`src/rtl/gens_pkg.sv`:
```
// ----------------------------------------------------------------------------
// gens_pkg
// Shared types and constants of the eight-neighbor sum core.
// ----------------------------------------------------------------------------
package gens_pkg;

  // Fixed field widths of the external interface.
  localparam int CELL_IN_BITS  = 8;
  localparam int SUM_BITS      = 11;
  localparam int INDEX_BITS    = 10;
  localparam int CFG_REG_BITS  = 11;
  localparam int APB_ADDR_BITS = 3;
  localparam int APB_DATA_BITS = 32;

  // Register select, taken from paddr[2].
  localparam logic REG_ROW_COUNT    = 1'b0;
  localparam logic REG_COLUMN_COUNT = 1'b1;

  // Request kinds on the input channel.
  localparam logic FUNC_CELL  = 1'b0;
  localparam logic FUNC_DRAIN = 1'b1;

  // Which neighbors of the result cell lie inside the grid, and whether it is the last cell.
  typedef struct packed {
    logic top;
    logic bottom;
    logic left;
    logic right;
    logic last;
  } pos_flags_t;

  // Position data of one issued request.
  typedef struct packed {
    logic [INDEX_BITS-1:0] row;
    logic [INDEX_BITS-1:0] col;
    logic                  has_out;
    pos_flags_t            flags;
  } item_t;

endpackage

```
`src/rtl/gens_window.sv`:
```
// ----------------------------------------------------------------------------
// gens_window
// Line store update, 3x3 window, masked neighbor sum and result register.
// ----------------------------------------------------------------------------
module gens_window
  import gens_pkg::*;
#(
  parameter int AW        = 10,
  parameter int CELL_BITS = 8
) (
  input  logic                    clk,
  input  logic                    rst_n,
  input  logic                    issue,
  input  logic [AW-1:0]           issue_addr,
  input  logic [CELL_BITS-1:0]    issue_cell,
  input  item_t                   issue_item,
  output logic                    in_ready,
  input  logic [2*CELL_BITS-1:0]  ram_rd_data,
  output logic                    ram_wr_en,
  output logic [AW-1:0]           ram_wr_addr,
  output logic [2*CELL_BITS-1:0]  ram_wr_data,
  output logic                    out_valid,
  input  logic                    out_ready,
  output logic [SUM_BITS-1:0]     out_neighbor_sum,
  output logic [INDEX_BITS-1:0]   out_row_index,
  output logic [INDEX_BITS-1:0]   out_column_index,
  output logic                    out_last
);

  localparam int SW = CELL_BITS + 3;

  logic                   s1_valid_r, s1_valid_nxt;
  logic [AW-1:0]          s1_addr_r;
  logic [CELL_BITS-1:0]   s1_cell_r;
  item_t                  s1_item_r;
  logic                   s1_fwd_r;
  logic [2*CELL_BITS-1:0] wr_pair_r;
  logic [CELL_BITS-1:0]   win_r [9];
  logic [CELL_BITS-1:0]   win_nxt [9];
  logic                   out_valid_r, out_valid_nxt;
  logic [SUM_BITS-1:0]    sum_r;
  logic [INDEX_BITS-1:0]  row_r, col_r;
  logic                   last_r;

  logic                   s1_adv;
  logic [2*CELL_BITS-1:0] pair;
  logic [CELL_BITS-1:0]   upper_cell, middle_cell;
  logic [SW-1:0]          sum;

  assign s1_adv   = s1_valid_r && (!s1_item_r.has_out || !out_valid_r || out_ready);
  assign in_ready = !s1_valid_r || s1_adv;

  // The RAM reads before it writes, so a read of the column written in the
  // same cycle takes the pair from the bypass register instead.
  assign pair        = s1_fwd_r ? wr_pair_r : ram_rd_data;
  assign upper_cell  = pair[2*CELL_BITS-1:CELL_BITS];
  assign middle_cell = pair[CELL_BITS-1:0];

  assign ram_wr_en   = s1_adv;
  assign ram_wr_addr = s1_addr_r;
  assign ram_wr_data = {middle_cell, s1_cell_r};

  always_comb begin
    win_nxt[0] = win_r[1];
    win_nxt[1] = win_r[2];
    win_nxt[2] = upper_cell;
    win_nxt[3] = win_r[4];
    win_nxt[4] = win_r[5];
    win_nxt[5] = middle_cell;
    win_nxt[6] = win_r[7];
    win_nxt[7] = win_r[8];
    win_nxt[8] = s1_cell_r;
  end

  always_comb begin
    pos_flags_t f;
    f   = s1_item_r.flags;
    sum = '0;
    if (f.top) begin
      sum = sum + SW'(win_nxt[1]);
    end
    if (f.top && f.left) begin
      sum = sum + SW'(win_nxt[0]);
    end
    if (f.top && f.right) begin
      sum = sum + SW'(win_nxt[2]);
    end
    if (f.left) begin
      sum = sum + SW'(win_nxt[3]);
    end
    if (f.right) begin
      sum = sum + SW'(win_nxt[5]);
    end
    if (f.bottom) begin
      sum = sum + SW'(win_nxt[7]);
    end
    if (f.bottom && f.left) begin
      sum = sum + SW'(win_nxt[6]);
    end
    if (f.bottom && f.right) begin
      sum = sum + SW'(win_nxt[8]);
    end
  end

  always_comb begin
    s1_valid_nxt = s1_valid_r;
    if (issue) begin
      s1_valid_nxt = 1'b1;
    end else if (s1_adv) begin
      s1_valid_nxt = 1'b0;
    end
    out_valid_nxt = out_valid_r;
    if (s1_adv && s1_item_r.has_out) begin
      out_valid_nxt = 1'b1;
    end else if (out_ready) begin
      out_valid_nxt = 1'b0;
    end
  end

  always_ff @(posedge clk) begin
    if (!rst_n) begin
      s1_valid_r  <= 1'b0;
      out_valid_r <= 1'b0;
      s1_fwd_r    <= 1'b0;
      for (int i = 0; i < 9; i++) begin
        win_r[i] <= '0;
      end
    end else begin
      s1_valid_r  <= s1_valid_nxt;
      out_valid_r <= out_valid_nxt;
      if (issue) begin
        s1_fwd_r <= s1_adv && (s1_addr_r == issue_addr);
      end
      if (s1_adv) begin
        for (int i = 0; i < 9; i++) begin
          win_r[i] <= win_nxt[i];
        end
      end
    end
  end

  always_ff @(posedge clk) begin
    if (issue) begin
      s1_addr_r <= issue_addr;
      s1_cell_r <= issue_cell;
      s1_item_r <= issue_item;
    end
    if (s1_adv) begin
      wr_pair_r <= ram_wr_data;
    end
    if (s1_adv && s1_item_r.has_out) begin
      sum_r  <= SUM_BITS'(sum);
      row_r  <= s1_item_r.row;
      col_r  <= s1_item_r.col;
      last_r <= s1_item_r.flags.last;
    end
  end

  assign out_valid        = out_valid_r;
  assign out_neighbor_sum = sum_r;
  assign out_row_index    = row_r;
  assign out_column_index = col_r;
  assign out_last         = last_r;

endmodule
```
`config.mk`:
```
export PLATFORM = sky130hd
export DESIGN_NAME = gens_window
export DESIGN_NICKNAME = d
export VERILOG_FILES = /design/src/rtl/gens_pkg.sv /design/src/rtl/gens_window.sv
export SDC_FILE = /design/constraint.sdc
export NUM_CORES = 1
export LEC_CHECK = 0
export BUFFER_PORTS_ARGS = -buffer_cell sky130_fd_sc_hd__buf_2
export CAP_MARGIN = 30
export CORE_MARGIN = 3
export CORE_UTILIZATION = 58
export DETAILED_ROUTE_END_ITERATION = 10
export GPL_ROUTABILITY_DRIVEN = 1
export PLACE_DENSITY_LB_ADDON = 0.3
export SETUP_SLACK_MARGIN = 0.05
export SYNTH_ARGS = -nofsm -noshare
export SYNTH_HDL_FRONTEND = slang
export SYNTH_SLANG_ARGS = --single-unit
```
`constraint.sdc`:
```
create_clock -name clk -period 9.6 [get_ports clk]
set_input_delay 1.92 -clock clk [delete_from_list [all_inputs] [get_ports clk]]
set_output_delay 1.92 -clock clk [all_outputs]
set_load 0.02 [all_outputs]
```
# [Word level (Yosys, flattened, before mapping)]
# Memories as Yosys holds them, arrays and structs flattened.
# Index checks and enable logic that the tools add are counted.
# W data, S select, Z words.
[word_totals] ff_bits=95 ram_bits=72 input_bits=64 output_inout_bits=61 mem_count=1
[op_classes] addsub=7 eq_ne=1 n_mux=26 n_bitwise=9 n_reduce_logical=15
[mem_list] memory="win_r" words=9 width=8 read_ports=6 rd_clocked_by_memory_dff=0 write_ports=9 line="gens_window.sv:38" rtl="logic [CELL_BITS-1:0] win_r [9];"
[op_table] operator="$mux W8" n=10
[op_table] operator="$add A11 B8 Y11" n=7
[op_table] operator="$mux W11" n=7
[op_table] operator="$mux W16" n=1
[op_table] operator="$eq A10 B10 Y1" n=1
[op_table] operator="$or A1 B1 Y1" n=9
[op_table] operator="$mux W1" n=8
[op_table] operator="$logic_and A1 B1 Y1" n=7
[op_table] operator="$reduce_bool A2 Y1" n=2
[op_table] operator="$logic_not A1 Y1" n=3
[op_table] operator="$logic_or A1 B1 Y1" n=3

# [Depth between registers and ports, before layout]
# An unclocked memory read counts as a cell.
[logic_depth] ltp_word=16 ltp_mapped=45

# [Worst setup path before layout]
# Ideal clock, no wire load.
[synth_path] kind="input to register" startpoint="input ram_rd_data[8]" endpoint="register sum_r[10], in the netlist out_neighbor_sum[10] (data pin)" setup_time_ns=0.262 arrival_time_ns=8.255 required_ns=9.338 setup_slack_ns=1.083 path_stages=38 path_cell_list="mux2_2 > ha_1 > fa_1 > a21o_1 > a21o_1 > xnor2_1 > a211oi_1 > ha_1 > o21a_1 > o31a_1 > a211oi_1 > a21o_1 > ha_1 > o21a_1 > o31a_1 > a211oi_1 > a21o_1 > ha_1 > [... 2 more ...] > o21ai_1 > a21boi_1 > a21oi_1 > o21a_1 > ha_1 > a31oi_1 > xor2_1 > nand2_1 > o21ai_0 > mux2i_1 > ha_1 > o21ai_0 > a21oi_1 > inv_1 > o21bai_1 > a22oi_1 > mux2i_1 > xnor2_1"
[synth_between] elab_chain_cells=13
[synth_lines] element="start, declared" line="gens_window.sv:18" rtl="input logic [2*CELL_BITS-1:0] ram_rd_data,"
[synth_lines] element="$mux W16 (*)" line="gens_window.sv:55" rtl="assign pair = s1_fwd_r ? wr_pair_r : ram_rd_data;"
[synth_lines] element="$add A11 B8 Y11 (*)" line="gens_window.sv:86" rtl="sum = sum + SW'(win_nxt[2]);"
[synth_lines] element="$mux W11 (*)" line="gens_window.sv:85" rtl="if (f.top && f.right) begin"
[synth_lines] element="$add A11 B8 Y11" line="gens_window.sv:89" rtl="sum = sum + SW'(win_nxt[3]);"
[synth_lines] element="$mux W11 (*)" line="gens_window.sv:88" rtl="if (f.left) begin"
[synth_lines] element="$add A11 B8 Y11" line="gens_window.sv:92" rtl="sum = sum + SW'(win_nxt[5]);"
[synth_lines] element="$mux W11 (*)" line="gens_window.sv:91" rtl="if (f.right) begin"
[synth_lines] element="$add A11 B8 Y11" line="gens_window.sv:95" rtl="sum = sum + SW'(win_nxt[7]);"
[synth_lines] element="$mux W11 (*)" line="gens_window.sv:94" rtl="if (f.bottom) begin"
[synth_lines] element="$add A11 B8 Y11" line="gens_window.sv:98" rtl="sum = sum + SW'(win_nxt[6]);"
[synth_lines] element="$mux W11 (*)" line="gens_window.sv:97" rtl="if (f.bottom && f.left) begin"
[synth_lines] element="$add A11 B8 Y11" line="gens_window.sv:101" rtl="sum = sum + SW'(win_nxt[8]);"
[synth_lines] element="$mux W11 (*)" line="gens_window.sv:100" rtl="if (f.bottom && f.right) begin"
[synth_lines] element="named net sum[10]" line="gens_window.sv:48" rtl="logic [SW-1:0] sum;"
[synth_lines] element="end signal, assigned" line="gens_window.sv:152" rtl="sum_r <= SUM_BITS'(sum);"
[synth_lines] element="end, declared" line="gens_window.sv:41" rtl="logic [SUM_BITS-1:0] sum_r;"
# Mark *: on every way through the listed nets, which the timed path passes. The rest lies on a longest branch.
# A chain may end at the register's enable or synchronous reset.

# [Worst setup path after layout]
[layout_path] startpoint="input ram_rd_data[8]" endpoint="register sum_r[10], in the netlist out_neighbor_sum[10] (data pin)"
[layout_between] elab_chain_cells=13
[layout_lines] element="$mux W16 (*)" line="gens_window.sv:55"
[layout_lines] element="named net pair[8]" line="gens_window.sv:46" rtl="logic [2*CELL_BITS-1:0] pair;"
[layout_lines] element="$add A11 B8 Y11 (*)" line="gens_window.sv:86"
[layout_lines] element="$mux W11 (*)" line="gens_window.sv:85"
[layout_lines] element="$add A11 B8 Y11" line="gens_window.sv:89"
[layout_lines] element="$mux W11 (*)" line="gens_window.sv:88"
[layout_lines] element="$add A11 B8 Y11" line="gens_window.sv:92"
[layout_lines] element="$mux W11 (*)" line="gens_window.sv:91"
[layout_lines] element="$add A11 B8 Y11" line="gens_window.sv:95"
[layout_lines] element="$mux W11 (*)" line="gens_window.sv:94"
[layout_lines] element="$add A11 B8 Y11" line="gens_window.sv:98"
[layout_lines] element="$mux W11 (*)" line="gens_window.sv:97"
[layout_lines] element="$add A11 B8 Y11" line="gens_window.sv:101"
[layout_lines] element="$mux W11 (*)" line="gens_window.sv:100"
[layout_lines] element="named net sum[10]" line="gens_window.sv:48"
# Marks and branches as above.

==> summary.md <==
| Metric | Value |
|---|---|
| Final core occ | `69.6%` |
| Tmin final | `9000 ps` |
| Hold Path Class | `flop to flop` |
| Fillers | `1022` |
| Internal power | `1410 µW` |
| Switching share of power | `32.0%` |
| Drt pass-1 iters | `5` |
| NetSw | `662 µW` |
| Boundary pin count | `125` |
| Simple-gate share of the synthesized area | `11.7%` |
| Register area share after synthesis | `50.6%` |
| Met1 Usage GRT | `29.2%` |
| Clock share of power | `33.6%` |
| Rows | `43` |
| Vias | `6047` |
| Pin count of the biggest net entering global routing | `65` |
| Reg-to-Reg Start | `s1_item_r[4]` |
| Pre-CTS setup slack | `138 ps` |
| Final GP Congestion | `0.899` |
| Worst setup SP type | `input port` |
| Synth area leaders | `edfxtp_1, ha_1, mux2_2` |
| Setup ws final | `604 ps` |
| I/O Buffers | `124` |
| Main combinational cell family by area after synthesis | `compound AO/OA/AOI/OAI gates` |
| Final wirelength | `18500 µm` |
| DIE AREA | `16000 µm²` |
| PD cells | `212 nW/µm²` |
| First-pass GRT wire length | `29900 µm` |
| Dpl hpwl | `13200 µm` |
| Unrepaired setup endpoints after global routing | `no` |
| Synthesis-stage register bit count | `143` |
| Post-route setup TNS | `0 ps` |
| Worst Setup End Kind | `flop` |
| Setup violations, final | `0` |
| Synth Area per Inst | `11.5 µm²` |
| Req. time, crit path | `9790 ps` |
| Combinational share of power | `29.8%` |
| Synth Area in Compound Gates | `12.5%` |
| Worst skew pair latency | `440 ps` |
| Fin area | `9770 µm²` |
| Total Routing Usage GR | `23.8%` |
| Crit path top cell by count | `ha_1` |
| Die width | `127 µm` |
| Critical path type | `input port to flop` |
| WHS | `418 ps` |
| Cell variety after synth | `56` |
| Bufs on Longest Clock Path | `2` |
| GRT met2 Usage | `39.6%` |
| Prevailing post-synth register cell | `edfxtp_1` |
| Layout net count | `972` |
| Avg WL per Cell | `17.9 µm` |
| DP Area | `9140 µm²` |
| HP Start | `s1_item_r[19]` |
| Critical Path AT | `9180 ps` |
| Post-synthesis cell area | `8420 µm²` |
| Async SR Flop Fraction | `0%` |
| Min-Delay Path Depth | `0` |
| Critical path's largest stage delay | `420 ps` |
| Vias per inst | `5.83` |
| P_leak | `0.00425 µW` |
| Max-cap violations | `0` |
| Reg power frac | `36.7%` |
| Core ar. | `14000 µm²` |
| Cell accounting for the most synthesized area | `edfxtp_1` |
| Layout cells sized above 1 | `24.8%` |
| CTS H-tree lvls | `4` |
| Actual slew at the worst max-slew pin | `767 ps` |
| Initial antenna violation count | `0` |
| Final ANT Viol Nets | `0` |
| Relative slew slack | `48.6%` |
| Status | `finished, final reports clean` |
| Synth warnings | `0` |
| GRT Max-Usage Layer | `met2` |
| Ant diodes | `0` |
| R2r setup slk | `900 ps` |
| Root Buffer | `clkbuf_16` |
| Max Slew Vio Count | `0` |
| Post-Synth Adder-Cell Area | `9.98%` |
| GRT Residual Overflow | `0` |
| Mux contribution to synthesized area | `5.66%` |
| Fin. Hold Viols | `0` |
| Starting Density | `60.0%` |
| CP max FO | `4` |
| Die Height | `127 µm` |
| Synth top area share | `49.9%` |
| Post-Synth XOR/XNOR Area | `5.36%` |
| CP max-delay cell | `fa_1` |
| CTS tree | `done` |
| Clk sink count | `143` |
| Reg clk slew, reported paths | `70 ps` |
| Cells after Synth | `731` |
| Max VDD drop | `0.000186 V` |
| CP startpoint | `ram_rd_data[8]` |
| Critical register-to-register path endpoint | `out_neighbor_sum[10]` |
| Area growth syn-to-layout | `16.0%` |
| Initial DRC count | `387` |
| Worst Reg-to-Reg Cells | `40` |
| Clk_skew | `11.9 ps` |
| Fmax | `0.111 GHz` |
| CTS Buf Count | `17` |
| Post-synth EDFFs | `140` |
| Synth Net Count | `858` |
| Hold EP | `out_row_index[3]` |
| Vias in the first global route | `6131` |
| GRT met3 Usage | `8.08%` |
| Final period util | `93.7%` |
| DRC | `0` |
## sequential cells by signal (all words and copies together), names as in the netlist
name	count
out_neighbor_sum	11
s1_cell_r	8
out_row_index	10
out_column_index	10
out_valid	1
wr_pair_r	16
out_last	1
win_r	48
ram_wr_addr	10
s1_fwd_r	1
s1_item_r	26
s1_valid_r	1
## how the worst max path moves through the flow
stage / to / slack (ps) / cells after the start
finish: out_neighbor_sum[10] / 600 / 36
global route: out_neighbor_sum[10] / 160 / 38
CTS: out_neighbor_sum[10] / 510 / 39
detailed placement: out_neighbor_sum[10] / 140 / 39
global placement: out_neighbor_sum[10] / 600 / 39
floorplan: out_neighbor_sum[10] / 1080 / 38
## layer usage
| layer | vias to the layer above | share of wire, % |
|---|---|---|
| met4 | 0 | 1.7 |
| met1 | 2904 | 41 |
| met3 | 26 | 8.4 |
| met5 | - | 0 |
| li1 | 2908 | - |
| met2 | 209 | 49 |
## stage by stage
stage | total power [µW] | cells
after floorplan | 1240 | 731
after global placement | 1340 | 1004
after detailed placement | 1370 | 1005
after CTS | 2070 | 1037
after global routing | 2180 | 1038
final | 2070 | 1038
## critical path, delay by kind of cell
family                     cells  cell delay [ps]
adders and majority gates      7             2180
AOI/OAI and AO/OA             18             3390
and+or+nand+nor                2              110
xor gates and xnor gates       3              470
muxes                          4              850
buffers and inverters          2              250
## placed cells by master (no fill, tap or decap), types with 4 or more instances in the layout
cell type,instances
a211oi_1,7
a21boi_0,4
a21o_1,18
a21oi_1,39
a31oi_1,5
and2_1,9
and3_1,49
buf_2,124
buf_4,8
clkbuf_16,17
edfxtp_1,140
fa_1,7
ha_1,56
inv_1,35
inv_8,8
mux2_2,32
mux2i_1,9
nand2_1,37
nand2b_1,6
nand3_1,10
nor2_1,55
nor2b_1,11
nor3_1,9
o21a_1,10
o21ai_0,28
o21ai_1,6
o21bai_1,11
o31a_1,7
o31ai_1,5
xnor2_1,35
xor2_1,12
## power by group through the flow
stage / Sequential (µW) / Combinational, µW / Clock (µW)
after floorplan: 778 / 464 / 0
after global placement: 769 / 572 / 0
after detailed placement: 771 / 602 / 0
after CTS: 758 / 609 / 702
after global routing: 762 / 686 / 730
final: 758 / 615 / 695
## area by class of cell
| class | count | area, µm² | area share [%] |
|---|---|---|---|
| timing repair buffer | 133 | 701 | 7.17 |
| multi-input combinational | 511 | 3820 | 39.1 |
| clock buffer | 17 | 425 | 4.35 |
| tap | 180 | 225 | 2.30 |
| sequential | 143 | 4260 | 43.6 |
| clock inverter | 15 | 193 | 1.97 |
| inverter | 39 | 146 | 1.50 |
## synth_stat cells, drive strengths merged, types with 3 or more instances
library cell / n
edfxtp: 140
ha: 56
nor2: 55
and3: 49
a21oi: 40
inv: 39
nand2: 38
xnor2: 36
mux2: 34
o21ai: 34
buf: 20
a21o: 18
clkbuf: 18
xor2: 12
nor2b: 11
o21bai: 11
and2: 10
nand3: 10
o21a: 10
a211oi: 9
mux2i: 9
nor3: 9
fa: 7
o31a: 7
nand2b: 6
o31ai: 6
a21boi: 5
a31oi: 5
dfxtp: 3
nand4: 3
o211ai: 3
## cells by family after synthesis
| family | Yosys count |
|---|---|
| AO/OA/AOI/OAI | 158 |
| XOR/XNOR | 49 |
| adder cells (fa/ha/maj) | 63 |
| buffers and inverters | 77 |
| flip-flops | 143 |
| multiplexers | 43 |
| AND/OR/NAND/NOR | 198 |
## what timing repair did
| action | CTS | global route |
|---|---|---|
| hold buffers | 0 | 0 |
| buffers inserted | 0 | 1 |
| setup endpoints to repair | 0 | 1 |
| endpoints found under the hold margin | 0 | 0 |
| gates resized for setup | 0 | 2 |
Power figures use the tool's default switching activity.
