`src/rtl/gens_pkg.sv`:
```
// ----------------------------------------------------------------------------
// gens_pkg
// Shared types and constants of the eight-neighbor sum core.
// ----------------------------------------------------------------------------
package gens_pkg;

  // Fixed field widths of the external interface.
  localparam int CELL_IN_BITS  = 8;
  localparam int SUM_BITS      = 11;
  localparam int INDEX_BITS    = 10;
  localparam int CFG_REG_BITS  = 11;
  localparam int APB_ADDR_BITS = 3;
  localparam int APB_DATA_BITS = 32;

  // Register select, taken from paddr[2].
  localparam logic REG_ROW_COUNT    = 1'b0;
  localparam logic REG_COLUMN_COUNT = 1'b1;

  // Request kinds on the input channel.
  localparam logic FUNC_CELL  = 1'b0;
  localparam logic FUNC_DRAIN = 1'b1;

  // Which neighbors of the result cell lie inside the grid, and whether it is the last cell.
  typedef struct packed {
    logic top;
    logic bottom;
    logic left;
    logic right;
    logic last;
  } pos_flags_t;

  // Position data of one issued request.
  typedef struct packed {
    logic [INDEX_BITS-1:0] row;
    logic [INDEX_BITS-1:0] col;
    logic                  has_out;
    pos_flags_t            flags;
  } item_t;

endpackage

```
`src/rtl/gens_ctrl.sv`:
```
// ----------------------------------------------------------------------------
// gens_ctrl
// Configuration registers, raster position counters and request decode.
// ----------------------------------------------------------------------------
module gens_ctrl
  import gens_pkg::*;
#(
  parameter int MAX_COLUMNS = 1024,
  parameter int MAX_ROWS    = 1024,
  parameter int CELL_BITS   = 8
) (
  input  logic                           clk,
  input  logic                           rst_n,
  input  logic                           psel,
  input  logic                           penable,
  input  logic                           pwrite,
  input  logic [APB_ADDR_BITS-1:0]       paddr,
  input  logic [APB_DATA_BITS-1:0]       pwdata,
  output logic [APB_DATA_BITS-1:0]       prdata,
  input  logic                           in_valid,
  input  logic                           in_ready,
  input  logic                           in_func,
  input  logic [CELL_IN_BITS-1:0]        in_cell_value,
  output logic                           issue,
  output logic [$clog2(MAX_COLUMNS)-1:0] issue_addr,
  output logic [CELL_BITS-1:0]           issue_cell,
  output item_t                          issue_item
);

  localparam int AW  = $clog2(MAX_COLUMNS);
  localparam int CW  = $clog2(MAX_COLUMNS + 1);
  localparam int RW  = $clog2(MAX_ROWS + 1);
  localparam int RCW = $clog2(MAX_ROWS);
  localparam int PW  = (RW > CW) ? RW : CW;
  localparam int RESET_ROWS = (MAX_ROWS < 8) ? MAX_ROWS : 8;
  localparam int RESET_COLS = (MAX_COLUMNS < 8) ? MAX_COLUMNS : 8;

  logic [RW-1:0]  rows_r, rows_nxt;
  logic [CW-1:0]  cols_r, cols_nxt;
  logic [RCW-1:0] row_r, row_nxt;
  logic [CW-1:0]  col_r, col_nxt;
  logic           drain_r, drain_nxt;

  logic [CFG_REG_BITS-1:0] wval;
  logic                    cfg_wr;
  logic                    accept;
  logic [CW:0]             col_inc;
  logic [RW-1:0]           row_inc;
  logic [PW-1:0]           orow, ocol, rows_m1, cols_m1;
  logic [PW-1:0]           row_w, col_w;
  logic                    has_out;

  assign cfg_wr = psel && penable && pwrite;
  assign wval   = pwdata[CFG_REG_BITS-1:0];
  assign prdata = (paddr[2] == REG_COLUMN_COUNT) ? APB_DATA_BITS'(cols_r)
                                                 : APB_DATA_BITS'(rows_r);

  assign accept = in_valid && in_ready;
  // A drain request counts only while draining, a cell request only otherwise.
  assign issue  = accept && ((in_func == FUNC_DRAIN) == drain_r);

  assign rows_m1 = PW'(rows_r) - PW'(1);
  assign cols_m1 = PW'(cols_r) - PW'(1);
  assign row_w   = PW'(row_r);
  assign col_w   = PW'(col_r);

  always_comb begin
    if (!drain_r) begin
      if (col_r != '0) begin
        has_out = (row_r != '0);
        orow    = row_w - PW'(1);
        ocol    = col_w - PW'(1);
      end else begin
        has_out = (row_w >= PW'(2));
        orow    = row_w - PW'(2);
        ocol    = cols_m1;
      end
    end else begin
      has_out = 1'b1;
      if (col_r == '0) begin
        orow = rows_m1 - PW'(1);
        ocol = cols_m1;
      end else if (col_r < cols_r) begin
        orow = rows_m1;
        ocol = col_w - PW'(1);
      end else begin
        orow = rows_m1;
        ocol = cols_m1;
      end
    end
  end

  always_comb begin
    issue_item.row          = INDEX_BITS'(orow);
    issue_item.col          = INDEX_BITS'(ocol);
    issue_item.has_out      = has_out;
    issue_item.flags.top    = (orow != '0);
    issue_item.flags.bottom = (orow < rows_m1);
    issue_item.flags.left   = (ocol != '0);
    issue_item.flags.right  = (ocol < cols_m1);
    issue_item.flags.last   = (orow == rows_m1) && (ocol == cols_m1);
    issue_addr = (drain_r && (col_r >= cols_r)) ? '0 : col_r[AW-1:0];
    issue_cell = drain_r ? '0 : CELL_BITS'(in_cell_value);
  end

  assign col_inc = {1'b0, col_r} + (CW+1)'(1);
  assign row_inc = RW'(row_r) + RW'(1);

  always_comb begin
    rows_nxt  = rows_r;
    cols_nxt  = cols_r;
    row_nxt   = row_r;
    col_nxt   = col_r;
    drain_nxt = drain_r;
    if (cfg_wr) begin
      // Out-of-range values are clamped; any write restarts the frame.
      if (paddr[2] == REG_ROW_COUNT) begin
        if (wval < CFG_REG_BITS'(2)) begin
          rows_nxt = RW'(2);
        end else if (32'(wval) > MAX_ROWS) begin
          rows_nxt = RW'(MAX_ROWS);
        end else begin
          rows_nxt = RW'(wval);
        end
      end else begin
        if (wval < CFG_REG_BITS'(2)) begin
          cols_nxt = CW'(2);
        end else if (32'(wval) > MAX_COLUMNS) begin
          cols_nxt = CW'(MAX_COLUMNS);
        end else begin
          cols_nxt = CW'(wval);
        end
      end
      row_nxt   = '0;
      col_nxt   = '0;
      drain_nxt = 1'b0;
    end else if (issue) begin
      if (!drain_r) begin
        if (col_inc >= (CW+1)'(cols_r)) begin
          col_nxt = '0;
          if (row_inc >= rows_r) begin
            row_nxt   = '0;
            drain_nxt = 1'b1;
          end else begin
            row_nxt = row_inc[RCW-1:0];
          end
        end else begin
          col_nxt = col_inc[CW-1:0];
        end
      end else begin
        if (col_inc > (CW+1)'(cols_r)) begin
          col_nxt   = '0;
          drain_nxt = 1'b0;
        end else begin
          col_nxt = col_inc[CW-1:0];
        end
      end
    end
  end

  always_ff @(posedge clk) begin
    if (!rst_n) begin
      rows_r  <= RW'(RESET_ROWS);
      cols_r  <= CW'(RESET_COLS);
      row_r   <= '0;
      col_r   <= '0;
      drain_r <= 1'b0;
    end else begin
      rows_r  <= rows_nxt;
      cols_r  <= cols_nxt;
      row_r   <= row_nxt;
      col_r   <= col_nxt;
      drain_r <= drain_nxt;
    end
  end

endmodule

```
`config.mk`:
```
export PLATFORM = sky130hd
export DESIGN_NAME = gens_ctrl
export DESIGN_NICKNAME = d
export VERILOG_FILES = /design/src/rtl/gens_pkg.sv /design/src/rtl/gens_ctrl.sv
export SDC_FILE = /design/constraint.sdc
export NUM_CORES = 1
export LEC_CHECK = 0
export BUFFER_PORTS_ARGS = -buffer_cell sky130_fd_sc_hd__buf_2
export CELL_PAD_IN_SITES_DETAIL_PLACEMENT = 1
export CELL_PAD_IN_SITES_GLOBAL_PLACEMENT = 1
export CORE_ASPECT_RATIO = 1.1
export CORE_MARGIN = 8
export CORE_UTILIZATION = 43
export DETAILED_ROUTE_END_ITERATION = 8
export GPL_TIMING_DRIVEN = 0
export PLACE_DENSITY_LB_ADDON = 0.25
export REMOVE_ABC_BUFFERS = 1
export SLEW_MARGIN = 20
export SYNTH_ARGS = -nofsm -noshare
export SYNTH_HDL_FRONTEND = slang
export SYNTH_SLANG_ARGS = --single-unit
```
`constraint.sdc`:
```
create_clock -name clk -period 11.2 [get_ports clk]
set_input_delay 0.56 -clock clk [delete_from_list [all_inputs] [get_ports clk]]
set_output_delay 0.56 -clock clk [all_outputs]
set_load 0.02 [all_outputs]
```
Word-level counts from Yosys, hierarchy flattened
Cells that the tools add are included.
Word-level totals
  register bits: 44
  word-level logic and storage cells: 66
  output and inout bits: 77
  input port bits: 51
Cells by class
  multiplexer cells: 22
  reductions and logical operators: 15
  add/subtract/negate cells: 8
  bitwise gates (word level): 3
  equality and inequality tests: 3
  order comparisons: 10
Operators by type and width (number)
  two-way mux 11 bit: 13
  subtractor 11 x 1 -> 11 bit (second input constant): 4
  < comparator 11 bit: 3
  nonzero test 11 bit: 3
  equality test 11 bit: 2
  >= comparator 11 bit: 2
  two-way mux 10 bit: 2
  adder 11 x 1 -> 12 bit (second input constant): 1
  >= comparator 12 x 11 -> 1 bit: 1
  greater-than comparator 12 x 11 -> 1 bit: 1
  adder 10 x 1 -> 11 bit (second input constant): 1
  greater-than comparator 11 bit (second input constant): 1
  logical NOT 11 bit: 1
  < comparator 11 x 2 -> 1 bit (second input constant): 1
  subtractor 10 x 1 -> 11 bit (second input constant): 1
  subtractor 10 x 2 -> 11 bit (second input constant): 1
  >= comparator 10 x 2 -> 1 bit (second input constant): 1
  nonzero test 10 bit: 1
  two-way mux 8 bit: 1
  logical AND 1 bit: 6
  two-way mux 1 bit: 6
  AND reduction 2 bit: 2
  inverter 1 bit: 3
  AND reduction 3 bit: 1
  2 further kinds: 2

Depth between registers and ports, before layout
Gate-level depths: netlist of run 1.
  word-level depth: 6
  depth in mapped cells: 19
  gate-level depth less buffers: 17

Worst setup path after synthesis of run 1
No wires, ideal clock.
  path kind: register -> output
  start point: reg col_r[0]
  end point: out issue_item[1] in the netlist's numbering
  data arrival time: 3822 ps
  cell stages (with the launch flop): 19
  path buffers: 2
  data required time: 10640 ps
  path slack: 6818 ps
  cell sequence: dfxtp_1 inv_1 ha_1 or4b_1 nor3_1 a21oi_1 o21ai_1 buf_2 buf_2 nor2_1 a21oi_1 ha_1 nor2b_1 o21a_1 o21ai_0 a21oi_1 o31a_1 o21ai_0 a211o_1
RTL lines
  start: declaration: RTL line gens_ctrl.sv:41  | logic [CW-1:0] col_r, col_nxt;
  start signal: assignment: RTL line gens_ctrl.sv:172  | col_r <= col_nxt;
  end: declaration: RTL line gens_ctrl.sv:27  | output item_t issue_item

==> results of run 1 <==
-- worst reg2reg max path, stage by stage (launching register included) --
cell,delay (ns)
dfxtp_1,0.73
nand2_1,0.12
nor3_1,0.41
xor2_1,0.17
ha_1,0.33
and3_1,0.20
o31ai_1,0.11
a21oi_1,0.40
o21ai_2,0.30
a21oi_1,0.81
o21ba_2,0.27
-- worst min path at each step --
stage | start | end | slack [ns] | cells past startpoint
after floorplan | rows_r[10] | rows_r[10] | 0.47 | 2
after global placement | rows_r[10] | rows_r[10] | 0.49 | 2
after detailed placement | cols_r[4] | cols_r[4] | 0.51 | 2
after CTS | cols_r[4] | cols_r[4] | 0.52 | 2
after global routing | cols_r[4] | cols_r[4] | 0.54 | 2
final | cols_r[4] | cols_r[4] | 0.51 | 2
-- cell families (layout without fill, tap and decap cells) --
kind of cell | count (synthesis) | after routing
AO/OA/AOI/OAI | 160 | 160
XOR/XNOR | 57 | 57
adder cells (fa/ha/maj) | 67 | 67
buffers and inverters | 107 | 136
flip-flops | 44 | 44
multiplexers | 9 | 9
other | 1 | 21
AND/OR/NAND/NOR | 287 | 287
-- flip-flops by register name, indices dropped and copies added (netlist names) --
register,cells
col_r,11
cols_r,11
drain_r,1
rows_r,11
row_r,10
-- where the power goes --
group / switching [W] / internal [W]
registers: 0.00000295 / 0.000158
logic: 0.0000704 / 0.0000395
clock network: 0.0000745 / 0.000106
-- cells in the final DEF, fill, tap and decap left out, types with 8 or more instances in the layout --
master,netlist,final
nor2b_1,25,25
and3_1,8,8
inv_1,44,44
nand2b_1,8,8
o21ai_0,36,36
a21boi_0,21,21
a211oi_1,12,12
a22o_1,9,9
mux2i_1,8,8
nand4_1,15,15
ha_1,67,67
dfxtp_1,44,43
a21oi_1,25,25
buf_2,9,84
nand2_1,77,77
conb_1,1,21
nor4_1,14,13
or3_1,8,8
nor3_1,23,23
nor2_1,40,40
xor2_1,17,17
xnor2_1,39,39
nand3_1,31,31
a21o_1,12,12
-- synth_stat cells (9+ instances only) --
cell type and n:
a211oi_1 12, a21boi_0 21, a21o_1 12, a21oi_1 25
a22o_1 9, buf_2 9, buf_4 22, clkbuf_1 28
dfxtp_1 44, ha_1 67, inv_1 44, nand2_1 77
nand3_1 31, nand4_1 15, nor2_1 40, nor2b_1 25
nor3_1 23, nor4_1 14, o21ai_0 36, xnor2_1 39
xor2_1 17
-- routing by layer --
layer  global-route usage, %  wire (microns)  up-vias  share of wire [%]
met5                       0               0        -                  0
met3                    3.87             932       23                5.1
met1                    25.8            7740     2614                 43
met2                    39.3            9140      132                 50
li1                        -               -     2660                  -
met4                    6.43             367        0                2.0
-- area by class of cell --
class | count | area [sq um] | share of cell area, %
Timing Repair Buffer | 84 | 420 | 7.00
Sequential cell | 44 | 882 | 14.7
Tap cell | 157 | 196 | 3.27
Clock inverter | 3 | 46.3 | 0.771
Inverter | 44 | 165 | 2.75
Multi-Input combinational cell | 601 | 4170 | 69.4
Clock buffer | 5 | 125 | 2.08
-- per-stage QoR --
stage | hold slack (ns) | setup WS, ns | cells
after floorplan | 0.469 | 6.53 | 689
after CTS | 0.518 | 5.84 | 938
after detailed placement | 0.508 | 6.23 | 930
after global routing | 0.537 | 5.67 | 938
final | 0.514 | 5.84 | 938
after global placement | 0.492 | 5.83 | 929
==> impl_metrics.toml, run 1 <==
[status]
outcome = "finished clean"

[detailed_routing]
ant_nets = 0
drt-vias-per-instance = 5.79
drc = 0
drt_iter0_markers = 249
wl_per_cell_microns = 19.4
drt_wl_total_microns = 18200
vias = 5429
dr.pass1.iters = 5

[sta]
drv_slew = 0
setup_viol = 0
tightestPinTransition_ns = 0.950
setup_tns_ns = 0
rsz0062_at_grt = "false"
worst_clock_skew_ns = 0.00840
finalCritPeriodShare_pct = 47.8
layout_min_cycle_time_ns = 5.36
fmax_ghz = 0.187
finalHoldViolCount = 0
max_slew_margin_pct = 36.7

[worst_setup_path]
cp.required_ns = 10.64
cpPeakStageDelay_ns = 0.62
crit_path_end_kind = "output port"
reg2reg_depth = 10
crit_cells = 13
rr_endpoint = "drain_r"
crit_family = "simple AND/OR/NAND/NOR gates"
crit_arrival_ns = 4.80
cpMaxStageDelayCell = "dfxtp_1"
reg2reg_from = "col_r[6]"
path_buf_inv = 2
crit_chain = "inv_1, ha_1, xnor2_1, and2_1, nand4_1, or3_1, nand3_1, o21ai_0, ha_1, nand4_1, or4_1, nor3_1, buf_2"
critPathLaunch = "rows_r[0]"
r2r_slack_ns = 7.28
critical_path_class = "flop to output port"
cp-endpoint = "issue_item[0]"
cp_max_fo = 11
worstSetupStartpointType = "flop"

[global_routing]
grt_pass1_wl_microns = 29300
grt_usage_pct = 22.0
grt_overflow = 0
grt_max_degree = 32
grt_pass1_vias = 5739
antenna_found_initial = 0

[clock_network]
cts_root_buf = "clkbuf_16"
cts_max_level = 2
insertion_delay_ns = 0.31
cts_tree = "yes"
cts.sinks = 44
numCtsBuffers = 5
cts_setup_buffers = 0
hold_buffers = 0
clkTransAtPathRegs_ns = 0.07
cts.path.max_buffers = 2
cts_resized = 0

[synthesis]
synth_seq_cells = 44
synthTopCellsByArea = "dfxtp_1 (16%), ha_1 (15%), xnor2_1 (6.3%), nand2_1 (5.3%), o21ai_0 (3.3%)"
synth.area.mux_share_pct = 1.67
synthAdderAreaFrac_pct = 15.3
ys_warn_count = 0
async_flop_share_pct = 0
synthCells = 732
yosys.area_share.simple_pct = 27.7
synthFlopType = "dfxtp_1"
synth_top_area_cell = "dfxtp_1"
synth_edf_count = 0
synth_area_sq_um = 5470
ys_seq_area_share_pct = 16.1
synth_compound_area_share_pct = 20.4
syn_area_per_cell_sq_um = 7.47
synth_top_area_share_pct = 16.1
synth_xor_area_share_pct = 9.48
synth_cell_types = 66
synth_top_family_by_area = "simple AND/OR/NAND/NOR gates"

[finish]
finish.utilization_pct = 47.9
areaGrowthSynthToFinish_pct = 9.87
nets = 898
antenna_cells = 0
drive_gt1_share_pct = 15.0
final_design_area_no_fill_sq_um = 6000
fillers = 1642

[worst_hold_path]
min_path_type = "flop to flop"

[placement]
io_buffers = 83
routabilityCongestion = 0.933
dpl_cell_area_sq_um = 5830
dp_hpwl_microns = 14800

[floorplan]
pin_count = 128
die_x_microns = 123
die_y_microns = 134
initial_core_util_pct = 43.6
fp.dieArea_sq_um = 16600
core_area_sq_um = 12500
fp-row-count = 43

[power]
ir_drop_mv = 0.0557
total_power_w = 0.000452
power.density_nw_per_um2 = 75.2
p_leak_nw = 2.62

[run]
maxCapViolCount = 0
Power figures use the tool's default switching activity.
==> inputs of run 2 (changes only) <==
--- a/config.mk
+++ b/config.mk
@@ -10,7 +10,7 @@
 export CELL_PAD_IN_SITES_GLOBAL_PLACEMENT = 1
 export CORE_ASPECT_RATIO = 1.1
 export CORE_MARGIN = 8
-export CORE_UTILIZATION = 43
+export CORE_UTILIZATION = 36
 export DETAILED_ROUTE_END_ITERATION = 8
 export GPL_TIMING_DRIVEN = 0
 export PLACE_DENSITY_LB_ADDON = 0.25
==> constraint.sdc (replaced) <==
create_clock -name clk -period 4.6 [get_ports clk]
set_input_delay 0.23 -clock clk [delete_from_list [all_inputs] [get_ports clk]]
set_output_delay 0.23 -clock clk [all_outputs]
set_load 0.02 [all_outputs]
==> run 2 against run 1 <==
Compared with the run above: die area up 17%; clock power up 110%; via count up 1.1%; critical path type unchanged; largest cell class unchanged.
==> impl_metrics.toml, run 2 (synthesis results as in run 1) <==
[placement]
dp_hpwl_microns = 15200
routabilityCongestion = 0.907
io_buffers = 83
post-place-cells = 969

[global_routing]
grt_pass1_vias = 5751
grt_pass1_wl_microns = 30000
antenna_found_initial = 1
grt_max_degree = 32
grt_overflow = 0
grt_usage_pct = 19.0

[floorplan]
initial_core_util_pct = 36.6
fp.dieArea_sq_um = 19400
core_area_sq_um = 14900
pin_count = 128
die_y_microns = 145
fp-row-count = 47
die_x_microns = 133

[clock_network]
cts.sinks = 44
cts_max_level = 2
cts_tree = "yes"
clkTransAtPathRegs_ns = 0.07
cts_root_buf = "clkbuf_16"
hold_buffers = 0
numCtsBuffers = 5
insertion_delay_ns = 0.30
cts.path.max_buffers = 2

[worst_setup_path]
crit_arrival_ns = 4.17
cpMaxStageDelayCell = "or4b_1"
cp.required_ns = 4.37
crit_path_end_kind = "output port"
worstSetupStartpointType = "flop"
crit_chain = "inv_2, ha_4, or4b_1, o311ai_2, a21oi_1, xnor2_1, a221oi_2, ha_1, nand4_1, or4_1, nor3_2, buf_2"
critical_path_class = "flop to output port"
cpPeakStageDelay_ns = 0.54
cp_max_fo = 14

[sta]
rsz0062_at_grt = "false"
finalCritPeriodShare_pct = 95.7
max_slew_margin_pct = 29.9
finalHoldViolCount = 0
worst_clock_skew_ns = 0.00282
setup_viol = 0
tightestPinTransition_ns = 1.05
layout_min_cycle_time_ns = 4.40
fmax_ghz = 0.227
drv_slew = 0

[finish]
fillers = 1910
areaGrowthSynthToFinish_pct = 12.2
mostFrequentLayoutCells = "buf_2 (84), nand2_1 (77), ha_1 (65)"
nets = 901
drive_gt1_share_pct = 17.1
final_common_cell = "buf_2"
fin_cells = 980
antenna_cells = 0
reg_top3 = "col_r (11), cols_r (11), rows_r (11)"

[detailed_routing]
dr.pass1.iters = 4
ant_nets = 0
drt-vias-per-instance = 5.60
drt_wl_total_microns = 18700
drt_iter0_markers = 191
vias = 5491
wl_per_cell_microns = 19.1
drc = 0

[power]
p_leak_nw = 2.65
ir_drop_mv = 0.131
total_power_w = 0.00105
power.density_nw_per_um2 = 171

[run]
maxCapViolCount = 0

[status]
outcome = "finished clean"

[worst_hold_path]
min_path_type = "primary input to flop"
run 2: cell types whose count changed in the layout (fill, tap and decap cells not counted), sizes merged:
cell      change
buf           +1
bufinv        -1
clkinv        +1
clkinvlp      -1
inv           +1
nor4b         +1
o21ai         +1
run 2: final cells by class:
class / count / area, sq um / area share, %
clock buffers: 5 / 125 / 2.04
clock inverters: 3 / 26.3 / 0.428
inverters: 44 / 165 / 2.69
multi-input cells: 603 / 4260 / 69.4
flip-flops and latches: 44 / 885 / 14.4
well taps: 196 / 245 / 4.00
repair buffers: 85 / 428 / 6.98
run 2: power by group:
part | leakage (nW) | switching [W] | internal [W]
Combinational | 2.21 | 0.000174 | 0.0000999
Sequential | 0.357 | 0.00000720 | 0.000384
Clock | 0.0748 | 0.000178 | 0.000207
run 2: stage by stage:
step / hold WS, ns / util [%] / area, sq um / TNS, ns / worst slack, ns
floorplan: 0.319 / - / 5200 / 0 / 0.258
global placement: 0.487 / 39.2 / 5860 / -1.00 / -0.460
detailed placement: 0.513 / 39.3 / 5880 / 0 / 0.0481
CTS: 0.212 / 40.7 / 6080 / 0 / 0.000982
global route: 0.235 / 41.1 / 6130 / 0 / 0.00960
finish: 0.215 / 41.1 / 6130 / 0 / 0.200
run 2: final timing paths:
path	startpoint	to	slack (ns)	cells after the start
max	col_r[0]	issue_item[0]	0.20	12
min	pwdata[7]	cols_r[7]	0.21	3
max reg2reg	col_r[6]	drain_r	0.36	11
min reg2reg	rows_r[10]	rows_r[10]	0.52	2
run 2: what timing repair did:
item	in CTS	in global routing
pin swaps	0	1
buffers inserted	0	1
resized for setup	7	10
cloned	1	1
endpoints found under the hold margin	0	0
setup endpoints to repair	3	3
run 2: worst max-delay path, delay by kind of cell, from the launching register on:
kind	cells	cell delay [ns]
flops	1	0.41
compound gates	3	0.99
buf+inv	2	0.38
fa+ha+maj	2	0.49
simple gates	4	1.41
xor+xnor	1	0.19
run 2: layer usage:
layer | global-route usage, % | routed length (microns)
met1 | 21.8 | 8010
met2 | 34.3 | 9490
met3 | 3.73 | 770
met4 | 5.73 | 420
met5 | 0 | 12
